<file path="config.mk">
export PLATFORM = sky130hd
export DESIGN_NAME = mail_header_prefix_filter
export DESIGN_NICKNAME = d
export VERILOG_FILES = /design/src/design/mhpf_pkg.sv /design/src/design/mhpf_ram.sv /design/src/design/mhpf_fifo.sv /design/src/design/mhpf_front.sv /design/src/design/mhpf_back.sv /design/src/design/mail_header_prefix_filter.sv
export SDC_FILE = /design/constraint.sdc
export NUM_CORES = 1
export LEC_CHECK = 0
export ABC_AREA = 0
export BUFFER_PORTS_ARGS = -buffer_cell sky130_fd_sc_hd__buf_2
export CELL_PAD_IN_SITES_DETAIL_PLACEMENT = 1
export CELL_PAD_IN_SITES_GLOBAL_PLACEMENT = 1
export CORE_ASPECT_RATIO = 0.8
export CORE_MARGIN = 2
export CORE_UTILIZATION = 48
export DETAILED_ROUTE_END_ITERATION = 10
export GPL_ROUTABILITY_DRIVEN = 1
export PLACE_DENSITY = 0.85
export SYNTH_ARGS = -nofsm -noshare
export SYNTH_HDL_FRONTEND = slang
export SYNTH_HIERARCHICAL = 1
export SYNTH_SLANG_ARGS = --single-unit
</file>
<file path="constraint.sdc">
create_clock -name clk_i -period 8.5 [get_ports clk_i]
set_input_delay 1.275 -clock clk_i [delete_from_list [all_inputs] [get_ports clk_i]]
set_output_delay 1.275 -clock clk_i [all_outputs]
set_load 0.05 [all_outputs]
</file>
<file path="src/design/mhpf_pkg.sv">
// Shared types and constants of the mail header prefix filter.
// Used by the front, the back and the top level; depends on nothing else.
package mhpf_pkg;

  // Character codes that the header parser looks for.
  localparam logic [7:0] ChCr  = 8'd13;
  localparam logic [7:0] ChSp  = 8'd32;
  localparam logic [7:0] ChTab = 8'd9;
  localparam logic [7:0] ChUpA = 8'h41;
  localparam logic [7:0] ChUpZ = 8'h5A;
  localparam logic [7:0] FoldDelta = 8'd32;

  // Configuration register indexes.
  localparam int unsigned CfgIdxW = 3;
  localparam logic [CfgIdxW-1:0] CfgFirstLow   = 3'd0;
  localparam logic [CfgIdxW-1:0] CfgFirstHigh  = 3'd1;
  localparam logic [CfgIdxW-1:0] CfgFirstLen   = 3'd2;
  localparam logic [CfgIdxW-1:0] CfgSecondLow  = 3'd3;
  localparam logic [CfgIdxW-1:0] CfgSecondHigh = 3'd4;
  localparam logic [CfgIdxW-1:0] CfgSecondLen  = 3'd5;

  localparam int unsigned CfgDataW = 64;
  localparam int unsigned LenW     = 4;
  localparam int unsigned OffsetW  = 24;
  localparam logic [OffsetW-1:0] OffsetMax = '1;

  // A flush can cover a whole held header plus one byte, and the hold limit is at most 63.
  localparam int unsigned FlushW = 7;

  localparam int unsigned CmdDepth = 4;
  localparam int unsigned OutDepth = 4;

  // One command from the front to the back: replay held bytes, then the byte, then a marker.
  typedef struct packed {
    logic [FlushW-1:0]  flush_cnt;
    logic               emit_byte;
    logic [7:0]         data;
    logic               marker;
    logic [OffsetW-1:0] offset;
  } cmd_t;

  // One result as it leaves the block.
  typedef struct packed {
    logic [7:0]         out_byte;
    logic               byte_valid;
    logic               headers_done;
    logic [OffsetW-1:0] body_offset;
    logic               run_last;
  } res_t;

endpackage

</file>
<file path="src/design/mhpf_ram.sv">
// Generic single-write, single-read RAM with a registered read port.
// Stands alone; holds the bytes of headers that are not yet decided.
module mhpf_ram #(
  parameter int unsigned WIDTH = 8,
  parameter int unsigned DEPTH = 32
) (
  input  logic                     clk_i,
  input  logic                     we_i,
  input  logic [$clog2(DEPTH)-1:0] waddr_i,
  input  logic [WIDTH-1:0]         wdata_i,
  input  logic                     re_i,
  input  logic [$clog2(DEPTH)-1:0] raddr_i,
  output logic [WIDTH-1:0]         rdata_o
);

  logic [WIDTH-1:0] mem_q [DEPTH];
  logic [WIDTH-1:0] rdata_q;

  always_ff @(posedge clk_i) begin
    if (we_i) begin
      mem_q[waddr_i] <= wdata_i;
    end
    if (re_i) begin
      rdata_q <= mem_q[raddr_i];
    end
  end

  assign rdata_o = rdata_q;

endmodule

</file>
<file path="src/design/mhpf_fifo.sv">
// Small first-in first-out queue built from flip-flops.
// Stands alone; carries commands between front and back and results to the ports.
module mhpf_fifo #(
  parameter int unsigned WIDTH = 8,
  parameter int unsigned DEPTH = 4
) (
  input  logic                       clk_i,
  input  logic                       rst_ni,
  input  logic                       push_i,
  input  logic [WIDTH-1:0]           wdata_i,
  input  logic                       pop_i,
  output logic [WIDTH-1:0]           rdata_o,
  output logic                       empty_o,
  output logic                       full_o,
  output logic [$clog2(DEPTH+1)-1:0] count_o
);

  localparam int unsigned AW = $clog2(DEPTH);
  localparam int unsigned CW = $clog2(DEPTH + 1);

  logic [WIDTH-1:0] mem_q [DEPTH];
  logic [AW-1:0]    wr_ptr_q, wr_ptr_d;
  logic [AW-1:0]    rd_ptr_q, rd_ptr_d;
  logic [CW-1:0]    count_q, count_d;
  logic             do_push, do_pop;

  assign do_push = push_i && !full_o;
  assign do_pop  = pop_i && !empty_o;

  always_comb begin
    wr_ptr_d = wr_ptr_q;
    rd_ptr_d = rd_ptr_q;
    count_d  = count_q;
    if (do_push) begin
      wr_ptr_d = (wr_ptr_q == AW'(DEPTH - 1)) ? '0 : wr_ptr_q + AW'(1);
    end
    if (do_pop) begin
      rd_ptr_d = (rd_ptr_q == AW'(DEPTH - 1)) ? '0 : rd_ptr_q + AW'(1);
    end
    if (do_push && !do_pop) begin
      count_d = count_q + CW'(1);
    end else if (do_pop && !do_push) begin
      count_d = count_q - CW'(1);
    end
  end

  always_ff @(posedge clk_i or negedge rst_ni) begin
    if (!rst_ni) begin
      wr_ptr_q <= '0;
      rd_ptr_q <= '0;
      count_q  <= '0;
    end else begin
      wr_ptr_q <= wr_ptr_d;
      rd_ptr_q <= rd_ptr_d;
      count_q  <= count_d;
    end
  end

  always_ff @(posedge clk_i) begin
    if (do_push) begin
      mem_q[wr_ptr_q] <= wdata_i;
    end
  end

  assign rdata_o = mem_q[rd_ptr_q];
  assign empty_o = (count_q == '0);
  assign full_o  = (count_q == CW'(DEPTH));
  assign count_o = count_q;

endmodule

</file>
<file path="src/design/mhpf_front.sv">
// Front end: configuration registers, header parsing and prefix comparison.
// Uses mhpf_pkg; writes undecided bytes to the hold ring and issues commands to the back.
module mhpf_front #(
  parameter int unsigned HOLD_BYTES    = 15,
  parameter int unsigned POSITION_BITS = 24
) (
  input  logic                                 clk_i,
  input  logic                                 rst_ni,
  input  logic                                 cfg_we_i,
  input  logic [mhpf_pkg::CfgIdxW-1:0]         cfg_idx_i,
  input  logic [mhpf_pkg::CfgDataW-1:0]        cfg_wdata_i,
  input  logic                                 push_i,
  input  logic [7:0]                           in_byte_i,
  input  logic                                 message_last_i,
  output logic                                 full_o,
  output logic                                 cmd_push_o,
  output mhpf_pkg::cmd_t                       cmd_o,
  input  logic                                 cmd_full_i,
  output logic                                 ram_we_o,
  output logic [$clog2(2*HOLD_BYTES)-1:0]      ram_waddr_o,
  output logic [7:0]                           ram_wdata_o,
  input  logic [$clog2(2*HOLD_BYTES):0]        rd_ptr_i
);

  localparam int unsigned CntW  = $clog2(HOLD_BYTES + 1);
  localparam int unsigned PtrW  = $clog2(2 * HOLD_BYTES);
  localparam int unsigned Depth = 1 << PtrW;
  localparam int unsigned ExtW  = (POSITION_BITS > mhpf_pkg::OffsetW) ?
                                  POSITION_BITS : mhpf_pkg::OffsetW;

  localparam logic [1:0] PhEnv  = 2'd0;
  localparam logic [1:0] PhHdr  = 2'd1;
  localparam logic [1:0] PhDone = 2'd2;

  localparam logic [1:0] DecUnd  = 2'd0;
  localparam logic [1:0] DecKeep = 2'd1;
  localparam logic [1:0] DecDrop = 2'd2;
  localparam logic [1:0] DecNone = 2'd3;

  function automatic logic [7:0] fold_f(input logic [7:0] c);
    fold_f = (c >= mhpf_pkg::ChUpA && c <= mhpf_pkg::ChUpZ) ? c + mhpf_pkg::FoldDelta : c;
  endfunction

  function automatic logic [7:0] pchar_f(input logic [63:0] lo, input logic [63:0] hi,
                                         input logic [3:0] idx);
    pchar_f = idx[3] ? hi[{idx[2:0], 3'b000} +: 8] : lo[{idx[2:0], 3'b000} +: 8];
  endfunction

  // Configuration registers: low word, high word and length of each of the two prefixes.
  logic [63:0]                 pfx_lo_q  [2];
  logic [63:0]                 pfx_hi_q  [2];
  logic [mhpf_pkg::LenW-1:0]   pfx_len_q [2];

  // Message state.
  logic [1:0]               phase_q, phase_d;
  logic [1:0]               dec_q, dec_d;
  logic [1:0]               flags_q, flags_d;
  logic [CntW-1:0]          hcnt_q, hcnt_d;
  logic                     acr_q, acr_d;
  logic [POSITION_BITS-1:0] pos_q, pos_d;
  logic [PtrW:0]            commit_q, commit_d;

  logic                     accept;
  logic [PtrW:0]            occ;
  logic                     is_cr, is_ws, new_hdr;
  logic [PtrW:0]            base;
  logic                     hb;
  logic [1:0]               hb_dec, hb_flags;
  logic [CntW-1:0]          hb_n;
  logic [7:0]               n8;
  logic [1:0]               hit, clr, flags_new;
  logic [CntW-1:0]          pre_cnt, kfl_cnt, lfl_cnt;
  logic                     emit_b, marker, hold_wr;
  logic [POSITION_BITS-1:0] mk_pos;
  logic [ExtW-1:0]          mk_ext;
  logic [mhpf_pkg::FlushW-1:0] flush_tot;

  assign accept = push_i && !full_o;
  assign occ    = commit_q + (PtrW+1)'(hcnt_q) - rd_ptr_i;
  assign full_o = cmd_full_i || occ[PtrW];

  assign is_cr   = (in_byte_i == mhpf_pkg::ChCr);
  assign is_ws   = (in_byte_i == mhpf_pkg::ChSp) || (in_byte_i == mhpf_pkg::ChTab);
  assign new_hdr = (dec_q == DecNone) || (acr_q && !is_ws);
  assign n8      = 8'(hb_n);

  // Both prefix compares of the current byte against character hb_n.
  always_comb begin
    for (int k = 0; k < 2; k++) begin
      logic [7:0] len8;
      logic       eq;
      len8   = 8'(pfx_len_q[k]);
      eq     = fold_f(pchar_f(pfx_lo_q[k], pfx_hi_q[k], n8[3:0])) == fold_f(in_byte_i);
      hit[k] = hb_flags[k] && ((n8 >= len8) || (eq && (n8 + 8'd1 == len8)));
      clr[k] = hb_flags[k] && !(n8 >= len8) && !eq;
    end
    flags_new = hb_flags & ~clr;
  end

  always_comb begin
    phase_d  = phase_q;
    dec_d    = dec_q;
    flags_d  = flags_q;
    hcnt_d   = hcnt_q;
    acr_d    = acr_q;
    commit_d = commit_q;
    pos_d    = (pos_q == '1) ? pos_q : pos_q + POSITION_BITS'(1);
    pre_cnt  = '0;
    kfl_cnt  = '0;
    lfl_cnt  = '0;
    hb       = 1'b0;
    hb_dec   = dec_q;
    hb_flags = flags_q;
    hb_n     = hcnt_q;
    emit_b   = 1'b0;
    marker   = 1'b0;
    hold_wr  = 1'b0;
    mk_pos   = pos_q;
    base     = commit_q;

    unique case (phase_q)
      PhEnv: begin
        // The envelope line ends at the first CR after the very first byte.
        if (pos_q != '0 && is_cr) begin
          phase_d = PhHdr;
          dec_d   = DecNone;
          acr_d   = 1'b0;
        end
      end
      PhHdr: begin
        // Closing an undecided header replays what it held.
        if (dec_q != DecNone && new_hdr && dec_q == DecUnd) begin
          pre_cnt = hcnt_q;
        end
        base     = commit_q + (PtrW+1)'(pre_cnt);
        commit_d = base;
        if (new_hdr) begin
          hcnt_d = '0;
          acr_d  = 1'b0;
          if (is_cr) begin
            marker  = 1'b1;
            mk_pos  = pos_q;
            phase_d = PhDone;
            dec_d   = DecNone;
          end else begin
            hb       = 1'b1;
            hb_dec   = DecUnd;
            hb_flags = 2'b11;
            hb_n     = '0;
            flags_d  = 2'b11;
          end
        end else begin
          hb    = 1'b1;
          acr_d = is_cr;
        end
      end
      PhDone: begin
      end
      default: begin
      end
    endcase

    if (hb) begin
      unique case (hb_dec)
        DecKeep: begin
          emit_b = 1'b1;
        end
        DecUnd: begin
          if (|hit) begin
            dec_d  = DecDrop;
            hcnt_d = '0;
          end else if (flags_new == 2'b00 || hb_n >= CntW'(HOLD_BYTES)) begin
            kfl_cnt  = hb_n;
            emit_b   = 1'b1;
            dec_d    = DecKeep;
            hcnt_d   = '0;
            commit_d = base + (PtrW+1)'(hb_n);
          end else begin
            hold_wr = 1'b1;
            dec_d   = DecUnd;
            flags_d = flags_new;
            hcnt_d  = hb_n + CntW'(1);
          end
        end
        default: begin
        end
      endcase
    end

    if (message_last_i) begin
      if (phase_d == PhHdr) begin
        if (dec_d == DecUnd) begin
          lfl_cnt  = hcnt_d;
          commit_d = commit_d + (PtrW+1)'(hcnt_d);
        end
        marker = 1'b1;
        mk_pos = pos_d;
      end else if (phase_d == PhEnv) begin
        marker = 1'b1;
        mk_pos = pos_d;
      end
      phase_d = PhEnv;
      dec_d   = DecUnd;
      flags_d = 2'b11;
      hcnt_d  = '0;
      acr_d   = 1'b0;
      pos_d   = '0;
    end
  end

  assign flush_tot = mhpf_pkg::FlushW'(pre_cnt) + mhpf_pkg::FlushW'(kfl_cnt) +
                     mhpf_pkg::FlushW'(lfl_cnt);
  assign mk_ext    = ExtW'(mk_pos);

  assign cmd_push_o       = accept && (flush_tot != '0 || emit_b || marker);
  assign cmd_o.flush_cnt  = flush_tot;
  assign cmd_o.emit_byte  = emit_b;
  assign cmd_o.data       = in_byte_i;
  assign cmd_o.marker     = marker;
  assign cmd_o.offset     = (mk_ext > ExtW'(mhpf_pkg::OffsetMax)) ? mhpf_pkg::OffsetMax :
                            mk_ext[mhpf_pkg::OffsetW-1:0];

  assign ram_we_o    = accept && hold_wr;
  assign ram_waddr_o = PtrW'(base + (PtrW+1)'(hb_n));
  assign ram_wdata_o = in_byte_i;

  always_ff @(posedge clk_i or negedge rst_ni) begin
    if (!rst_ni) begin
      for (int k = 0; k < 2; k++) begin
        pfx_lo_q[k]  <= '0;
        pfx_hi_q[k]  <= '0;
        pfx_len_q[k] <= '1;
      end
    end else if (cfg_we_i) begin
      unique case (cfg_idx_i)
        mhpf_pkg::CfgFirstLow:   pfx_lo_q[0]  <= cfg_wdata_i;
        mhpf_pkg::CfgFirstHigh:  pfx_hi_q[0]  <= cfg_wdata_i;
        mhpf_pkg::CfgFirstLen:   pfx_len_q[0] <= cfg_wdata_i[mhpf_pkg::LenW-1:0];
        mhpf_pkg::CfgSecondLow:  pfx_lo_q[1]  <= cfg_wdata_i;
        mhpf_pkg::CfgSecondHigh: pfx_hi_q[1]  <= cfg_wdata_i;
        mhpf_pkg::CfgSecondLen:  pfx_len_q[1] <= cfg_wdata_i[mhpf_pkg::LenW-1:0];
        default: begin
        end
      endcase
    end
  end

  always_ff @(posedge clk_i or negedge rst_ni) begin
    if (!rst_ni) begin
      phase_q  <= PhEnv;
      dec_q    <= DecUnd;
      flags_q  <= 2'b11;
      hcnt_q   <= '0;
      acr_q    <= 1'b0;
      pos_q    <= '0;
      commit_q <= '0;
    end else if (accept) begin
      phase_q  <= phase_d;
      dec_q    <= dec_d;
      flags_q  <= flags_d;
      hcnt_q   <= hcnt_d;
      acr_q    <= acr_d;
      pos_q    <= pos_d;
      commit_q <= commit_d;
    end
  end

`ifndef SYNTHESIS
  a_ring_bound: assert property (@(posedge clk_i) disable iff (!rst_ni)
    occ <= (PtrW+1)'(Depth))
    else $error("hold ring occupancy exceeds its depth");

  a_hold_bound: assert property (@(posedge clk_i) disable iff (!rst_ni)
    hcnt_q <= CntW'(HOLD_BYTES))
    else $error("hold count exceeds the hold limit");

  a_hold_undecided: assert property (@(posedge clk_i) disable iff (!rst_ni)
    hcnt_q != '0 |-> (dec_q == DecUnd && phase_q == PhHdr))
    else $error("bytes held outside an undecided header");
`endif

endmodule

</file>
<file path="src/design/mhpf_back.sv">
// Back end: expands commands into results, replaying held bytes from the hold ring.
// Uses mhpf_pkg and mhpf_fifo; reads the hold ring through a registered RAM port.
module mhpf_back #(
  parameter int unsigned HOLD_BYTES = 15
) (
  input  logic                            clk_i,
  input  logic                            rst_ni,
  input  logic                            cmd_empty_i,
  input  mhpf_pkg::cmd_t                  cmd_i,
  output logic                            cmd_pop_o,
  output logic                            ram_re_o,
  output logic [$clog2(2*HOLD_BYTES)-1:0] ram_raddr_o,
  input  logic [7:0]                      ram_rdata_i,
  output logic [$clog2(2*HOLD_BYTES):0]   rd_ptr_o,
  output logic                            res_empty_o,
  input  logic                            res_pop_i,
  output mhpf_pkg::res_t                  res_o
);

  localparam int unsigned PtrW = $clog2(2 * HOLD_BYTES);
  localparam int unsigned OCW  = $clog2(mhpf_pkg::OutDepth + 1);

  logic [mhpf_pkg::FlushW-1:0]  fl_q;
  logic                         bdone_q;
  logic [PtrW:0]                rd_ptr_q;

  // Second stage: one result, its byte possibly still arriving from the RAM.
  logic                         v_q;
  logic                         src_ram_q;
  logic                         mk_q;
  logic                         last_q;
  logic [7:0]                   byte_q;
  logic [mhpf_pkg::OffsetW-1:0] off_q;

  logic           credit, go, fl_more, is_byte, is_last;
  logic           out_full;
  logic [OCW-1:0] out_count;
  mhpf_pkg::res_t res_in;

  assign credit  = ({1'b0, out_count} + (OCW+1)'(v_q)) < (OCW+1)'(mhpf_pkg::OutDepth);
  assign go      = !cmd_empty_i && credit;
  assign fl_more = fl_q < cmd_i.flush_cnt;
  assign is_byte = !fl_more && cmd_i.emit_byte && !bdone_q;

  always_comb begin
    if (fl_more) begin
      is_last = (fl_q + mhpf_pkg::FlushW'(1) == cmd_i.flush_cnt) &&
                !cmd_i.emit_byte && !cmd_i.marker;
    end else if (is_byte) begin
      is_last = !cmd_i.marker;
    end else begin
      is_last = 1'b1;
    end
  end

  assign cmd_pop_o   = go && is_last;
  assign ram_re_o    = go && fl_more;
  assign ram_raddr_o = rd_ptr_q[PtrW-1:0];
  assign rd_ptr_o    = rd_ptr_q;

  always_ff @(posedge clk_i or negedge rst_ni) begin
    if (!rst_ni) begin
      fl_q     <= '0;
      bdone_q  <= 1'b0;
      rd_ptr_q <= '0;
      v_q      <= 1'b0;
    end else begin
      v_q <= go;
      if (go) begin
        if (is_last) begin
          fl_q    <= '0;
          bdone_q <= 1'b0;
        end else if (fl_more) begin
          fl_q <= fl_q + mhpf_pkg::FlushW'(1);
        end else begin
          bdone_q <= 1'b1;
        end
        if (fl_more) begin
          rd_ptr_q <= rd_ptr_q + (PtrW+1)'(1);
        end
      end
    end
  end

  always_ff @(posedge clk_i) begin
    if (go) begin
      src_ram_q <= fl_more;
      mk_q      <= !fl_more && !is_byte;
      last_q    <= is_last;
      byte_q    <= is_byte ? cmd_i.data : 8'd0;
      off_q     <= cmd_i.offset;
    end
  end

  assign res_in.out_byte     = src_ram_q ? ram_rdata_i : byte_q;
  assign res_in.byte_valid   = !mk_q;
  assign res_in.headers_done = mk_q;
  assign res_in.body_offset  = mk_q ? off_q : '0;
  assign res_in.run_last     = last_q;

  mhpf_fifo #(
    .WIDTH ($bits(mhpf_pkg::res_t)),
    .DEPTH (mhpf_pkg::OutDepth)
  ) u_out_fifo (
    .clk_i   (clk_i),
    .rst_ni  (rst_ni),
    .push_i  (v_q),
    .wdata_i (res_in),
    .pop_i   (res_pop_i),
    .rdata_o (res_o),
    .empty_o (res_empty_o),
    .full_o  (out_full),
    .count_o (out_count)
  );

`ifndef SYNTHESIS
  a_no_overflow: assert property (@(posedge clk_i) disable iff (!rst_ni)
    v_q |-> !out_full)
    else $error("result written into a full output queue");

  a_flush_complete: assert property (@(posedge clk_i) disable iff (!rst_ni)
    cmd_pop_o |-> (fl_q == cmd_i.flush_cnt || fl_q + mhpf_pkg::FlushW'(1) == cmd_i.flush_cnt))
    else $error("command retired before all held bytes were replayed");

  a_ptr_moves_on_read: assert property (@(posedge clk_i) disable iff (!rst_ni)
    !ram_re_o |=> $stable(rd_ptr_q))
    else $error("read pointer moved without a RAM read");
`endif

endmodule

</file>
<file path="src/design/mail_header_prefix_filter.sv">
// Top level of the mail header prefix filter: front, command queue, hold ring and back.
// Uses mhpf_pkg, mhpf_front, mhpf_fifo, mhpf_ram and mhpf_back.
//
//  Channel   Signals                                   Request moved when
//  -------   ---------------------------------------   -----------------------------
//  input     push, full, in_byte_i, message_last_i     push high and full low
//  result    empty, pop, out_byte_o .. run_last_o      pop high and empty low
//  config    cfg_we_i, cfg_idx_i, cfg_wdata_i          cfg_we_i high
//
// The block takes one byte request per cycle while full is low and gives at most one result per cycle.
// Between a byte and the result that it causes, the command queue, the replay
// sequencer and the output queue each add one register.
// Held bytes of an undecided header are replayed from the hold ring at one per cycle while the output queue has room;
// they were taken in one per cycle earlier, so replay does not lower the sustained rate.
// The input reports full when the command queue is full or the hold ring has no room.
// Reset is asynchronous and active low; no clearing pass follows it.
module mail_header_prefix_filter #(
  parameter int unsigned HOLD_BYTES    = 15,
  parameter int unsigned POSITION_BITS = 24
) (
  input  logic                          clk_i,
  input  logic                          rst_ni,
  input  logic                          cfg_we_i,
  input  logic [mhpf_pkg::CfgIdxW-1:0]  cfg_idx_i,
  input  logic [mhpf_pkg::CfgDataW-1:0] cfg_wdata_i,
  input  logic                          push,
  output logic                          full,
  input  logic [7:0]                    in_byte_i,
  input  logic                          message_last_i,
  output logic                          empty,
  input  logic                          pop,
  output logic [7:0]                    out_byte_o,
  output logic                          byte_valid_o,
  output logic                          headers_done_o,
  output logic [mhpf_pkg::OffsetW-1:0]  body_offset_o,
  output logic                          run_last_o
);

  // The hold ring has room for two held headers, so the front can keep filling
  // one header while the back is still replaying the previous one.
  localparam int unsigned PtrW  = $clog2(2 * HOLD_BYTES);
  localparam int unsigned Depth = 1 << PtrW;

  mhpf_pkg::cmd_t  cmd_in, cmd_out;
  mhpf_pkg::res_t  res;
  logic            cmd_push, cmd_pop, cmd_full, cmd_empty;
  logic            ram_we, ram_re;
  logic [PtrW-1:0] ram_waddr, ram_raddr;
  logic [7:0]      ram_wdata, ram_rdata;
  logic [PtrW:0]   rd_ptr;

  // The front parses each byte in the cycle it is taken and issues at most one command.
  mhpf_front #(
    .HOLD_BYTES    (HOLD_BYTES),
    .POSITION_BITS (POSITION_BITS)
  ) u_front (
    .clk_i          (clk_i),
    .rst_ni         (rst_ni),
    .cfg_we_i       (cfg_we_i),
    .cfg_idx_i      (cfg_idx_i),
    .cfg_wdata_i    (cfg_wdata_i),
    .push_i         (push),
    .in_byte_i      (in_byte_i),
    .message_last_i (message_last_i),
    .full_o         (full),
    .cmd_push_o     (cmd_push),
    .cmd_o          (cmd_in),
    .cmd_full_i     (cmd_full),
    .ram_we_o       (ram_we),
    .ram_waddr_o    (ram_waddr),
    .ram_wdata_o    (ram_wdata),
    .rd_ptr_i       (rd_ptr)
  );

  // Commands wait here so that a stalled result side does not stop parsing at once.
  mhpf_fifo #(
    .WIDTH ($bits(mhpf_pkg::cmd_t)),
    .DEPTH (mhpf_pkg::CmdDepth)
  ) u_cmd_fifo (
    .clk_i   (clk_i),
    .rst_ni  (rst_ni),
    .push_i  (cmd_push),
    .wdata_i (cmd_in),
    .pop_i   (cmd_pop),
    .rdata_o (cmd_out),
    .empty_o (cmd_empty),
    .full_o  (cmd_full),
    .count_o ()
  );

  // Bytes of headers whose prefix compare is still open.
  mhpf_ram #(
    .WIDTH (8),
    .DEPTH (Depth)
  ) u_hold_ram (
    .clk_i   (clk_i),
    .we_i    (ram_we),
    .waddr_i (ram_waddr),
    .wdata_i (ram_wdata),
    .re_i    (ram_re),
    .raddr_i (ram_raddr),
    .rdata_o (ram_rdata)
  );

  // The back turns each command into replayed bytes, the current byte and a marker.
  mhpf_back #(
    .HOLD_BYTES (HOLD_BYTES)
  ) u_back (
    .clk_i       (clk_i),
    .rst_ni      (rst_ni),
    .cmd_empty_i (cmd_empty),
    .cmd_i       (cmd_out),
    .cmd_pop_o   (cmd_pop),
    .ram_re_o    (ram_re),
    .ram_raddr_o (ram_raddr),
    .ram_rdata_i (ram_rdata),
    .rd_ptr_o    (rd_ptr),
    .res_empty_o (empty),
    .res_pop_i   (pop),
    .res_o       (res)
  );

  assign out_byte_o     = res.out_byte;
  assign byte_valid_o   = res.byte_valid;
  assign headers_done_o = res.headers_done;
  assign body_offset_o  = res.body_offset;
  assign run_last_o     = res.run_last;

endmodule
</file>
==> qor.yml <==
status: "completed"
numCtsBuffers: 92
hold_viol_final: 0
cp-start-kind: "primary input"
grt_overflow: 0
clk_pin_slew_ns: 0.06
grtUsageTotal_pct: 26.12
nets: 3046
grt_start_max_net_pins: 159
dp_hpwl_mm: 76.31
ys_ff_latch: 937
finalCritPeriodShare_pct: 97.92
synth_edf_count: 603
htreeDepth: 3
dp_cells: 3923
rsz0062_at_grt: "yes"
crit_path_end_kind: "register"
syn-instance-count: 2660
gp_congestion: 0.9116
seq_area_frac_synth_pct: 63.10
slowest_stage: "or4_4"
max_slew.worst_pin.slew_ns: 1.092
cts_sinks: 937
critPathMaxStageDelay_ns: 0.62
peakVddDrop_v: 0.0001968
syn_area_per_cell_sq_um: 15.78
synth_top_area_cell: "edfxtp_1"
slew_viol_final: 0
fin_cells: 4098
yosysWarnings: 6
start_util_pct: 48.73
drt_iter0_drc: 2491
power_mw: 15.37
hold_path.class: "reg -> reg"
ant_nets: 0
remaining_drc_errors: 0
final-setup-viol-count: 0
criticalPathCategory: "in -> reg"
power_density_nw_per_um2: 320.7
fmax_mhz: 120.1
slew_headroom_pct: 27.19
hold_buffers: 0
pin_count: 118
drive_gt1_share_pct: 34.96
io_buffers: 117
dr.pass1.iters: 7
path_delay_family: "simple AND/OR/NAND/NOR gates"
grt_pass1_wl_mm: 176.6
routed_wl_mm: 117.0
fin_skew_ns: 0.03851
core_area_sq_um: 86120
clk_path_buf_depth: 3
setup_tns_ns: 0
fin_ws_ns: 0.1769
drv_cap: 0
synth_area_sq_um: 41960
arrival_ns: 8.85
antenna_found_initial: 11
yosys.cell_types.count: 108
vias_per_cell: 6.222
clk-insertion-delay-late_ns: 0.67
drt-wirelength-per-cell_microns: 28.54
crit_buf_inv: 5
period_minus_slack_ns: 8.323
p_leak_nw: 17.95
die_area_sq_um: 89820
rows: 96
ys_top_cells_by_area: "edfxtp_1 43%, dfrtp_1 19%, mux4_2 9.9%"
synthArstFlopShare_pct: 35.65
synth_flop_cell: "edfxtp_1"
vias: 25499
cp_max_fo: 5
fp.dieH_microns: 268.5
root_buffer: "clkbuf_16"
pre_cts_ws_ns: -0.6738
syn_nets: 2810
cts_tree: "built"
crit_required_ns: 9.03
die_w_microns: 334.6
synth.top_cell.area_share_pct: 43.15
fin_util_pct: 55.64
grt_pass1_vias: 27422
area_growth_pct: 14.19
-- worst paths after layout --
path | start | endpoint | cells past startpoint | slack (ns)
min in group asynchronous | rst_ni | u_front/pfx_hi_q[111]$_DFFE_PN0P_ | 1 | 0.65
max in group asynchronous | rst_ni | u_front/pfx_lo_q[10]$_DFFE_PN0P_ | 2 | 6.37
setup reg to reg | u_front/phase_q[0]$_DFFE_PN0P_ | u_cmd_fifo/count_o[1]$_DFFE_PN0P_ | 32 | 0.50
hold / removal | u_front/pfx_lo_q[44]$_DFFE_PN0P_ | u_front/pfx_lo_q[44]$_DFFE_PN0P_ | 1 | 0.50
setup / recovery | in_byte_i[7] | u_cmd_fifo/count_o[1]$_DFFE_PN0P_ | 33 | 0.18
hold reg to reg | u_front/pfx_lo_q[44]$_DFFE_PN0P_ | u_front/pfx_lo_q[44]$_DFFE_PN0P_ | 1 | 0.50
-- state kept, by name, indices dropped and copies added, names as in the netlist, 3 cells and up --
signal / flops
u_back/byte_q: 8
u_back/fl_q: 7
u_back/off_q: 24
u_back/rd_ptr_o: 6
u_back/u_out_fifo/count_o: 3
u_back/u_out_fifo/mem_q: 140
u_cmd_fifo/count_o: 3
u_cmd_fifo/mem_q: 164
u_front/commit_q: 6
u_front/hcnt_q: 4
u_front/pfx_hi_q: 128
u_front/pfx_len_q: 8
u_front/pfx_lo_q: 128
u_front/pos_q: 24
u_hold_ram/mem_q: 256
u_hold_ram/rdata_o: 8
-- area by class of cell --
type	count	area (sq um)
fill	7988	38210
sequential	937	26490
multi-input combinational	1475	14500
clock buffer	120	2487
timing repair buffer	317	2213
tap	1127	1410
clock inverter	47	538.0
inverter	73	274.0
antenna	2	5.005
-- stage by stage --
stage,area (sq um),hold WS (ns)
5_1_grt,47910,0.5146
3_3_place_gp,44710,0.4742
2_1_floorplan,42010,0.4587
6_report,47920,0.5029
3_5_place_dp,44710,0.4869
4_1_cts,47740,0.5047
-- repair_timing --
item                                    in CTS  in global routing
resized for setup                            1                 24
pin swaps                                    0                  8
setup buffers                                0                  6
endpoints found under the setup margin       1                126
-- synthesized netlist by cell type (28+ instances only) --
library cell	number
a21oi_1	122
a31oi_1	32
and2_1	44
buf_2	32
buf_4	36
clkbuf_1	80
dfrtp_1	324
edfxtp_1	603
ha_1	56
inv_1	70
mux2_2	292
mux2i_1	31
mux4_2	185
nand2_1	91
nor2_1	137
nor3_1	28
o21ai_0	56
xnor2_1	35
-- per-layer routing --
metal	global-route usage [%]	share of wire [%]
met1	35.46	41
met3	4.646	7.0
met2	43.72	49
met4	7.332	2.7
met5	0	0.079
-- cells by family after synthesis --
| family | Yosys count | synth area share [%] |
|---|---|---|
| buf+inv | 248 | 2.841 |
| fa+ha+maj | 69 | 2.290 |
| simple gates | 455 | 5.596 |
| other cells | 1 | 0.008936 |
| mux | 514 | 18.70 |
| xor+xnor | 61 | 1.273 |
| flops | 937 | 63.10 |
| compound gates | 375 | 6.193 |
-- power by group --
group	leakage, nW	total (mW)	internal [mW]	switching [mW]
sequential	9.64	6.35	5.81	0.543
clock	1.46	4.11	2.32	1.79
combinational	6.85	4.90	2.02	2.88
-- cells in the final DEF, fill, tap and decap left out, drive strengths merged, types with 13 or more instances in the layout --
cell,synthesis,layout
mux2,298,298
nor4,16,16
nand3,25,25
dfrtp,324,324
inv,72,73
xnor2,35,35
clkinv,1,34
clkbuf,80,120
a21oi,124,124
nor3,28,28
nand2,91,91
a211oi,18,18
a31oi,33,33
fa,13,13
xor2,26,26
edfxtp,603,603
buf,95,317
and2,45,45
o21ai,60,60
and3,21,21
mux2i,31,31
nor2,141,141
o22ai,17,17
ha,56,56
nor2b,14,14
a21o,18,18
nand2b,17,17
mux4,185,185
(Power assumes the default switching activity.)
